[config.mk]
export PLATFORM = sky130hd
export DESIGN_NAME = pqadc_front
export DESIGN_NICKNAME = d
export VERILOG_FILES = /design/src/hw/rtl/pqadc_pkg.sv /design/src/hw/rtl/pqadc_front.sv
export SDC_FILE = /design/constraint.sdc
export NUM_CORES = 1
export LEC_CHECK = 0
export ABC_AREA = 1
export BUFFER_PORTS_ARGS = -buffer_cell sky130_fd_sc_hd__buf_2
export CORE_MARGIN = 1.5
export CORE_UTILIZATION = 50
export DETAILED_ROUTE_END_ITERATION = 8
export PLACE_DENSITY = 0.77
export SLEW_MARGIN = 30
export SYNTH_ARGS = -nofsm -noshare
export SYNTH_HDL_FRONTEND = slang
export SYNTH_SLANG_ARGS = --single-unit
[constraint.sdc]
create_clock -name clk -period 5.65 [get_ports clk]
set_input_delay 1.13 -clock clk [delete_from_list [all_inputs] [get_ports clk]]
set_output_delay 1.13 -clock clk [all_outputs]
set_load 0.02 [all_outputs]
[src/hw/rtl/pqadc_pkg.sv]
package pqadc_pkg;

    typedef enum logic [1:0] {
        OP_CB_WRITE = 2'd0,
        OP_Q_WRITE  = 2'd1,
        OP_BUILD    = 2'd2,
        OP_CODE     = 2'd3
    } op_t;

    typedef enum logic [1:0] {
        ST_IDLE  = 2'd0,
        ST_BUILD = 2'd1,
        ST_EMIT  = 2'd2
    } state_t;

    localparam int VALUE_W = 16;
    localparam int TAG_W   = 32;
    localparam int ENTRY_W = 35;
    localparam int DIST_W  = 39;
    localparam int SQ_W    = 34;

    // One classified request as it travels from the front to the back.
    typedef struct packed {
        op_t                op;
        logic [3:0]         sub_index;
        logic [7:0]         centroid;
        logic [6:0]         component;
        logic [VALUE_W-1:0] value;
        logic               last;
        logic [TAG_W-1:0]   tag;
    } req_t;

endpackage

[src/hw/rtl/pqadc_front.sv]
module pqadc_front
(
    input  logic              clk,
    input  logic              rst_n,
    input  logic              in_valid,
    output logic              in_ready,
    input  pqadc_pkg::req_t   in_req,
    output logic              out_valid,
    input  logic              out_ready,
    output pqadc_pkg::req_t   out_req
);

    // Two-entry queue between the input port and the back end.
    pqadc_pkg::req_t q_reg [2];
    logic            wr_ptr_reg, rd_ptr_reg;
    logic [1:0]      cnt_reg;
    logic            push, pop;

    assign in_ready  = (cnt_reg != 2'd2);
    assign out_valid = (cnt_reg != 2'd0);
    assign out_req   = q_reg[rd_ptr_reg];
    assign push      = in_valid && in_ready;
    assign pop       = out_valid && out_ready;

    always_ff @(posedge clk or negedge rst_n)
    begin
        if (!rst_n)
        begin
            wr_ptr_reg <= 1'b0;
            rd_ptr_reg <= 1'b0;
            cnt_reg    <= 2'd0;
        end
        else
        begin
            if (push)
                wr_ptr_reg <= ~wr_ptr_reg;
            if (pop)
                rd_ptr_reg <= ~rd_ptr_reg;
            cnt_reg <= cnt_reg + {1'b0, push} - {1'b0, pop};
        end
    end

    always_ff @(posedge clk)
    begin
        if (push)
            q_reg[wr_ptr_reg] <= in_req;
    end

    q_count_range: assert property (@(posedge clk) disable iff (!rst_n)
        cnt_reg <= 2'd2) else $error("queue count overflow");
    q_no_push_full: assert property (@(posedge clk) disable iff (!rst_n)
        (cnt_reg == 2'd2) |-> !push) else $error("push into full queue");
    q_no_pop_empty: assert property (@(posedge clk) disable iff (!rst_n)
        (cnt_reg == 2'd0) |-> !pop) else $error("pop from empty queue");

endmodule

# [Word level (Yosys, flattened, before mapping)]
# Memory sizes are Yosys's and may differ from the RTL's.
# Index checks and enable logic that the tools add are counted.
[word_totals] reg_bits=4 latch_bits=0 mem_bits_rw=140 mem_bits_ro=0 out_inout_bits=72 elab_cells=14 n_memories=1
[op_classes] n_addsub=2 n_mul=0 n_div=0 magnitude_cmp=0 n_eq_ne=1 n_shift=0 n_mux=2 bitwise_logic=2 n_reduce_logical=3
[mem_list] name="q_reg" words=2 word_bits=70 read_ports=1 rd_ports_with_merged_regs=0 write_ports=1 line_no="pqadc_front.sv:14" text="pqadc_pkg::req_t q_reg [2];"
[ops] cell="adder 2 x 1 -> 2 bit" n=1
[ops] cell="logical AND 1 bit" n=2
[ops] cell="2-to-1 mux 1 bit" n=2
[ops] cell="inequality test 2 bit, second input constant" n=1
[ops] cell="inverter 1 bit" n=2
[ops] cell="nonzero test 2 bit" n=1
[ops] cell="subtractor 2 x 1 -> 2 bit" n=1

# [Logic depth before layout (Yosys ltp)]
# Gate-level depths: netlist (run 1).
[depth] word_depth=4 mapped_depth=10 mapped_depth_nobuf=10

# [Worst setup path after synthesis (run 1)]
# Ideal clock, no wire load.
[synth_path] path_kind="in2reg" from="input port in_valid" to="memory q_reg[1][0] (netlist bit), enable pin" setup_time_ps=499 t_arrival_ps=4147 t_required_ps=5151 slack_ps=1005 path_stages=2 path_cell_list="nand2_1 nor2_1"
[synth_via] elab_chain_len=3
[synth_lines] item="start: declaration" line_no="pqadc_front.sv:5" text="input logic in_valid,"
[synth_lines] item="logical AND 1 bit" line_no="pqadc_front.sv:22" text="assign push = in_valid && in_ready;"
[synth_lines] item="2-to-1 mux 1 bit" line_no="pqadc_front.sv:45" text="if (push)"
[synth_lines] item="2-to-1 mux 1 bit (implied by the code)" line_no="pqadc_front.sv:46" text="q_reg[wr_ptr_reg] <= in_req;"
[synth_lines] item="end: declaration" line_no="pqadc_front.sv:14"
# Every way passes these cells.

==> results of run 1 <==
-- critical path, cell delays in order, from the launching register on --
cell and delay (ps):
dfrtp_2 850, buf_4 460, inv_6 280, nand2_1 140, nand2_1 60, buf_2 160
-- cell type report --
| cell class | count | area share (%) |
|---|---|---|
| clock buffers | 18 | 6.11 |
| well taps | 136 | 2.49 |
| clock inverters | 14 | 3.50 |
| flip-flops and latches | 144 | 63.0 |
| repair buffers | 149 | 11.3 |
| inverters | 9 | 0.567 |
| multi-input cells | 229 | 13.0 |
-- synthesized netlist by cell type, drive strengths merged --
master    n
buf      15
dfrtp     4
edfxtp  140
ha        2
inv       9
nand2   223
nand3     3
nor2      1
-- power groups by stage --
stage               sequential (W)  clock, W  combinational (W)
CTS                        0.00156   0.00124            0.00127
global route               0.00158   0.00128            0.00137
global placement           0.00157         0            0.00122
floorplan                  0.00154         0           0.000903
detailed placement         0.00158         0            0.00126
finish                     0.00156   0.00122            0.00124
-- metrics by stage --
| step | hold WS, ps | cell area [um^2] | utilization (%) | worst slack (ps) | std cells |
|---|---|---|---|---|---|
| floorplan | 442 | 5350 | - | 1000 | 397 |
| global placement | 453 | 6150 | 59.3 | 2520 | 666 |
| detailed placement | 507 | 6180 | 59.6 | 2520 | 667 |
| CTS | 392 | 6840 | 65.9 | 1950 | 699 |
| global route | 393 | 6840 | 65.9 | 1800 | 699 |
| finish | 414 | 6840 | 65.9 | 2050 | 699 |
-- cell usage in the layout (no fill, tap or decap), types with 3 or more instances in the layout --
cell         n
inv_1        7
bufinv_16    6
clkbuf_16   16
nand3_1      3
dfrtp_1      3
edfxtp_1   140
buf_4        3
buf_2      145
clkinv_4     4
nand2_1    223
-- worst paths after layout --
path | startpoint | to | slack (ps) | cells past startpoint
worst min-delay path | rst_n | wr_ptr_reg | 410 | 1
max in group asynchronous | rst_n | rd_ptr_reg | 5100 | 1
worst max register to register | wr_ptr_reg | q_reg[0][67] | 3460 | 4
min in group clk | cnt_reg[0] | cnt_reg[0] | 520 | 1
worst max-delay path | rd_ptr_reg | out_req[51] | 2050 | 5
worst min register to register | cnt_reg[0] | cnt_reg[0] | 520 | 1
-- logic make-up (layout without fill, tap and decap cells) --
logic type | Yosys count | in the layout | share of synthesized area (%)
fa+ha+maj | 2 | 2 | 0.468
flops | 144 | 144 | 80.5
buf+inv | 24 | 190 | 3.04
simple gates | 227 | 227 | 16.0
-- routing by layer --
layer / GRT usage [%] / up-vias / share of wire, %
met5: 0 / - / 0
met4: 8.86 / 0 / 0.90
met3: 5.33 / 10 / 6.7
met2: 28.8 / 106 / 49
met1: 23.9 / 1565 / 43
li1: - / 1645 / -
==> results.py, run 1 <==
metrics = {
    "outcome": {
        "status": "finished, final reports clean",
    },
    "logic_synthesis": {
        "syn_area_per_cell_um2": 13.5,
        "seq_area_frac_synth_pct": 80.5,
        "synth_top_area_share_pct": 78.6,
        "synthDistinctLibCells": 11,
        "synth_area_mm2": 0.00535,
        "synth_nets": 473,
        "synth_warnings": 0,
        "synthTopCellsByArea": "edfxtp_1 79%, nand2_1 16%, dfrtp_1 1.9%, buf_6 1.5%, buf_2 0.56%",
        "synth_top_area_cell": "edfxtp_1",
        "syn_inst": 397,
        "ys_ff_latch": 144,
    },
    "sta": {
        "finalSetupViolations": 0,
        "fmax_mhz": 277,
        "slew_violations": 0,
        "final.min_clock_period_ps": 3600,
        "timing.slew.headroom_pct": 49.3,
        "fin_tns_setup_ps": 0,
        "fin_worst_skew_ps": 6.78,
        "rsz0062_at_grt": "no",
        "tightest_slew_ps": 761,
        "fin_crit_sh_pct": 63.8,
        "hold_viol": 0,
    },
    "detailed_routing": {
        "via_per_inst": 4.76,
        "dr_total_vias": 3326,
        "dr.first_iter.drc_count": 165,
        "ant_nets": 0,
        "drcViolationCount": 0,
        "dr.pass1.iters": 5,
        "wl_per_cell_um": 14.4,
        "drt_wl_total_um": 10100,
    },
    "cts": {
        "clockBufferDepth": 2,
        "insertion_delay_ps": 510,
        "cts_setup_buffers": 0,
        "path_clk_slew_ps": 60,
        "ctsHoldBuffers": 0,
        "ctsResizeCount": 0,
        "cts-root-buf": "clkbuf_8",
        "cts_num_sinks": 144,
        "cts_buffers": 17,
        "cts_tree": "done",
        "cts_htree_levels": 4,
    },
    "placed_design": {
        "hpwl_um": 6300,
        "gp_congestion": 0.752,
        "numPortBuffers": 145,
    },
    "setup_path": {
        "cp.arrival_ps": 2470,
        "critPathLaunchType": "flop",
        "cp_max_fo": 71,
        "crit_type": "flop to output port",
        "critPathRequiredTime_ps": 4520,
        "worstSetupEndpointType": "output port",
    },
    "floorplanning": {
        "die_h_um": 106,
        "boundaryPins": 146,
        "coreArea_mm2": 0.0104,
        "start_util_pct": 51.6,
        "die_x_um": 106,
        "die_area_mm2": 0.0113,
        "num_rows": 37,
    },
    "power": {
        "leakage_nw": 2.99,
        "clkPwrFrac_pct": 30.3,
        "power_frac_comb_pct": 30.9,
        "switchingPower_w": 0.00140,
        "ir_drop_mv": 0.372,
        "swShare_pct": 34.9,
        "p_seq_share_pct": 38.8,
        "totalPowerFinal_w": 0.00402,
        "powerDensity_mw_per_mm2": 588,
        "p_int_w": 0.00262,
    },
    "finish": {
        "seq_area_mm2": 0.00431,
        "fin_nets": 626,
        "drive_above_1_share_pct": 32.5,
        "num-fill-cells": 783,
        "multi_input_comb_area_um2": 888,
        "area_growth_pct": 27.8,
        "largest_reg_flops": 140,
        "n_antenna_cell": 0,
    },
    "grt": {
        "antenna_found_initial": 0,
        "grt_first_pass_wirelength_um": 15500,
        "gr-usage-all-layers_pct": 18.4,
        "grt_pass1_vias": 3259,
        "grt-ovfl-total": 0,
        "grt_max_degree": 72,
    },
    "hold_path": {
        "hold_class": "primary input to asynchronous set/reset pin",
    },
    "flow_run": {
        "cap_violations": 0,
    },
}
Note: power is estimated with default switching activity, not from simulation.
==> run 2: changes to the inputs <==
CORE_UTILIZATION = 47   (was 50)
PLACE_DENSITY = 0.76   (was 0.77)
clock period = 3.3 ns   (was 5.65 ns; I/O delays follow)
==> run 2 against run 1 <==
Highest routed layer unchanged; count of clock-buffer cells in the layout shrank 1; critical endpoint is now out_req[32]; clock skew fell by 0.78 ps; flip-flop and latch count unchanged.
==> results.py, run 2 (same netlist as run 1, synthesis figures left out) <==
metrics = {
    "sta": {
        "tightest_slew_ps": 637,
        "fin_tns_setup_ps": 0,
        "fin_worst_skew_ps": 6.00,
        "rsz0062_at_grt": "no",
        "final.min_clock_period_ps": 2710,
        "finalSetupViolations": 0,
        "fmax_mhz": 369,
        "setup_ws_ps": 587,
        "slew_violations": 0,
        "fin_crit_sh_pct": 82.2,
        "hold_viol": 0,
        "timing.slew.headroom_pct": 57.5,
    },
    "grt": {
        "grt_use_met1_pct": 19.4,
        "grt-ovfl-total": 0,
        "grt_max_degree": 72,
        "gr-usage-all-layers_pct": 17.0,
        "grt_first_pass_wirelength_um": 14700,
        "grt_pass1_vias": 3174,
        "met3_usage_pct": 6.05,
        "antenna_found_initial": 0,
        "grt_use_met2_pct": 28.6,
        "busiest_layer": "met2",
    },
    "setup_path": {
        "cp_max_fo": 39,
        "cp.arrival_ps": 2050,
        "worstSetupEndpointType": "output port",
        "critPathRequiredTime_ps": 2640,
        "reg2reg_slack_ps": 1500,
        "r2r_end": "q_reg[0][68]",
        "crit_type": "flop to output port",
        "critPathLaunchType": "flop",
        "reg2regPathDepth": 4,
        "r2r-start": "wr_ptr_reg",
    },
    "finish": {
        "drive_above_1_share_pct": 32.5,
        "area_growth_pct": 26.0,
        "num-fill-cells": 875,
        "n_antenna_cell": 0,
        "fin_nets": 626,
        "largest_reg_flops": 140,
        "mostFrequentLayoutCells": "223 x nand2_1, 145 x buf_2, 140 x edfxtp_1, 17 x clkbuf_16, 7 x inv_1",
        "final_common_cell": "nand2_1",
        "post-route-util_pct": 61.3,
    },
    "placed_design": {
        "pre_cts_ws_ps": 990,
        "numPortBuffers": 145,
        "hpwl_um": 6400,
        "gp_congestion": 0.700,
    },
    "hold_path": {
        "hold_class": "primary input to asynchronous set/reset pin",
    },
    "cts": {
        "cts_num_sinks": 144,
        "ctsHoldBuffers": 0,
        "ctsResizeCount": 0,
        "path_clk_slew_ps": 60,
        "cts_htree_levels": 4,
        "cts-root-buf": "clkbuf_16",
        "cts_tree": "done",
        "cts_buffers": 17,
        "insertion_delay_ps": 410,
        "clockBufferDepth": 2,
        "cts_setup_buffers": 0,
    },
    "detailed_routing": {
        "dr_total_vias": 3380,
        "via_per_inst": 4.81,
        "wl_per_cell_um": 14.2,
        "dr.pass1.iters": 4,
        "dr.first_iter.drc_count": 173,
        "drcViolationCount": 0,
        "drt_wl_total_um": 9970,
        "ant_nets": 0,
    },
    "outcome": {
        "status": "finished, final reports clean",
    },
    "power": {
        "leakage_nw": 2.93,
        "ir_drop_mv": 0.523,
        "powerDensity_mw_per_mm2": 971,
        "totalPowerFinal_w": 0.00654,
    },
    "floorplanning": {
        "die_h_um": 110,
        "coreArea_mm2": 0.0110,
        "boundaryPins": 146,
        "num_rows": 38,
        "die_x_um": 110,
        "die_area_mm2": 0.0120,
        "start_util_pct": 48.7,
    },
    "flow_run": {
        "cap_violations": 0,
    },
}
run 2: changes by cell type in the layout (fill, tap and decap cells not counted):
cell / before / now
buf_12: 0 / 1
buf_16: 1 / 0
bufinv_16: 6 / 1
clkbuf_1: 1 / 0
clkbuf_16: 16 / 17
clkbuf_8: 1 / 0
clkinv_1: 1 / 2
clkinv_2: 1 / 0
clkinv_4: 4 / 3
clkinvlp_4: 2 / 5
inv_6: 1 / 5
run 2: critical path: stages (launching register included):
cell and delay, ps:
dfrtp_2 780, buf_4 480, nand2_1 90, nand2_1 90, buf_2 160
run 2: power by group:
part	internal (W)	total (W)	switching, W
Clock	0.00104	0.00177	0.000733
Sequential	0.00249	0.00265	0.000160
Combinational	0.000598	0.00212	0.00152
run 2: layout make-up:
cell class | instances | area [um^2] | share of cell area [%]
tap | 140 | 175 | 2.60
inverter | 9 | 38.8 | 0.576
timing repair buffer | 149 | 768 | 11.4
multi-input combinational | 229 | 888 | 13.2
clock buffer | 17 | 425 | 6.31
clock inverter | 15 | 136 | 2.02
sequential | 144 | 4310 | 63.9
run 2: worst max-delay path by stage:
stage | end | slack (ps) | depth (start not counted) | startpoint
after global placement | out_req[32] | 1020 | 4 | rd_ptr_reg
final | out_req[32] | 590 | 4 | rd_ptr_reg
after global routing | out_req[66] | 360 | 4 | rd_ptr_reg
after floorplan | q_reg[1][0] | 300 | 2 | in_valid
after CTS | out_req[50] | 520 | 4 | rd_ptr_reg
after detailed placement | out_req[50] | 990 | 4 | rd_ptr_reg
run 2: through the flow:
step / hold slack, ps / instances / cell area (um^2)
final: 46.0 / 703 / 6740
after global routing: 31.7 / 703 / 6740
after CTS: 29.1 / 703 / 6740
after detailed placement: 469 / 671 / 6180
after global placement: 457 / 671 / 6180
after floorplan: 364 / 397 / 5350
run 2: metal layers:
metal / vias to the layer above / wire, um
li1: 1644 / -
met1: 1598 / 4000
met2: 127 / 5110
met3: 11 / 736
met4: 0 / 117
met5: - / 0
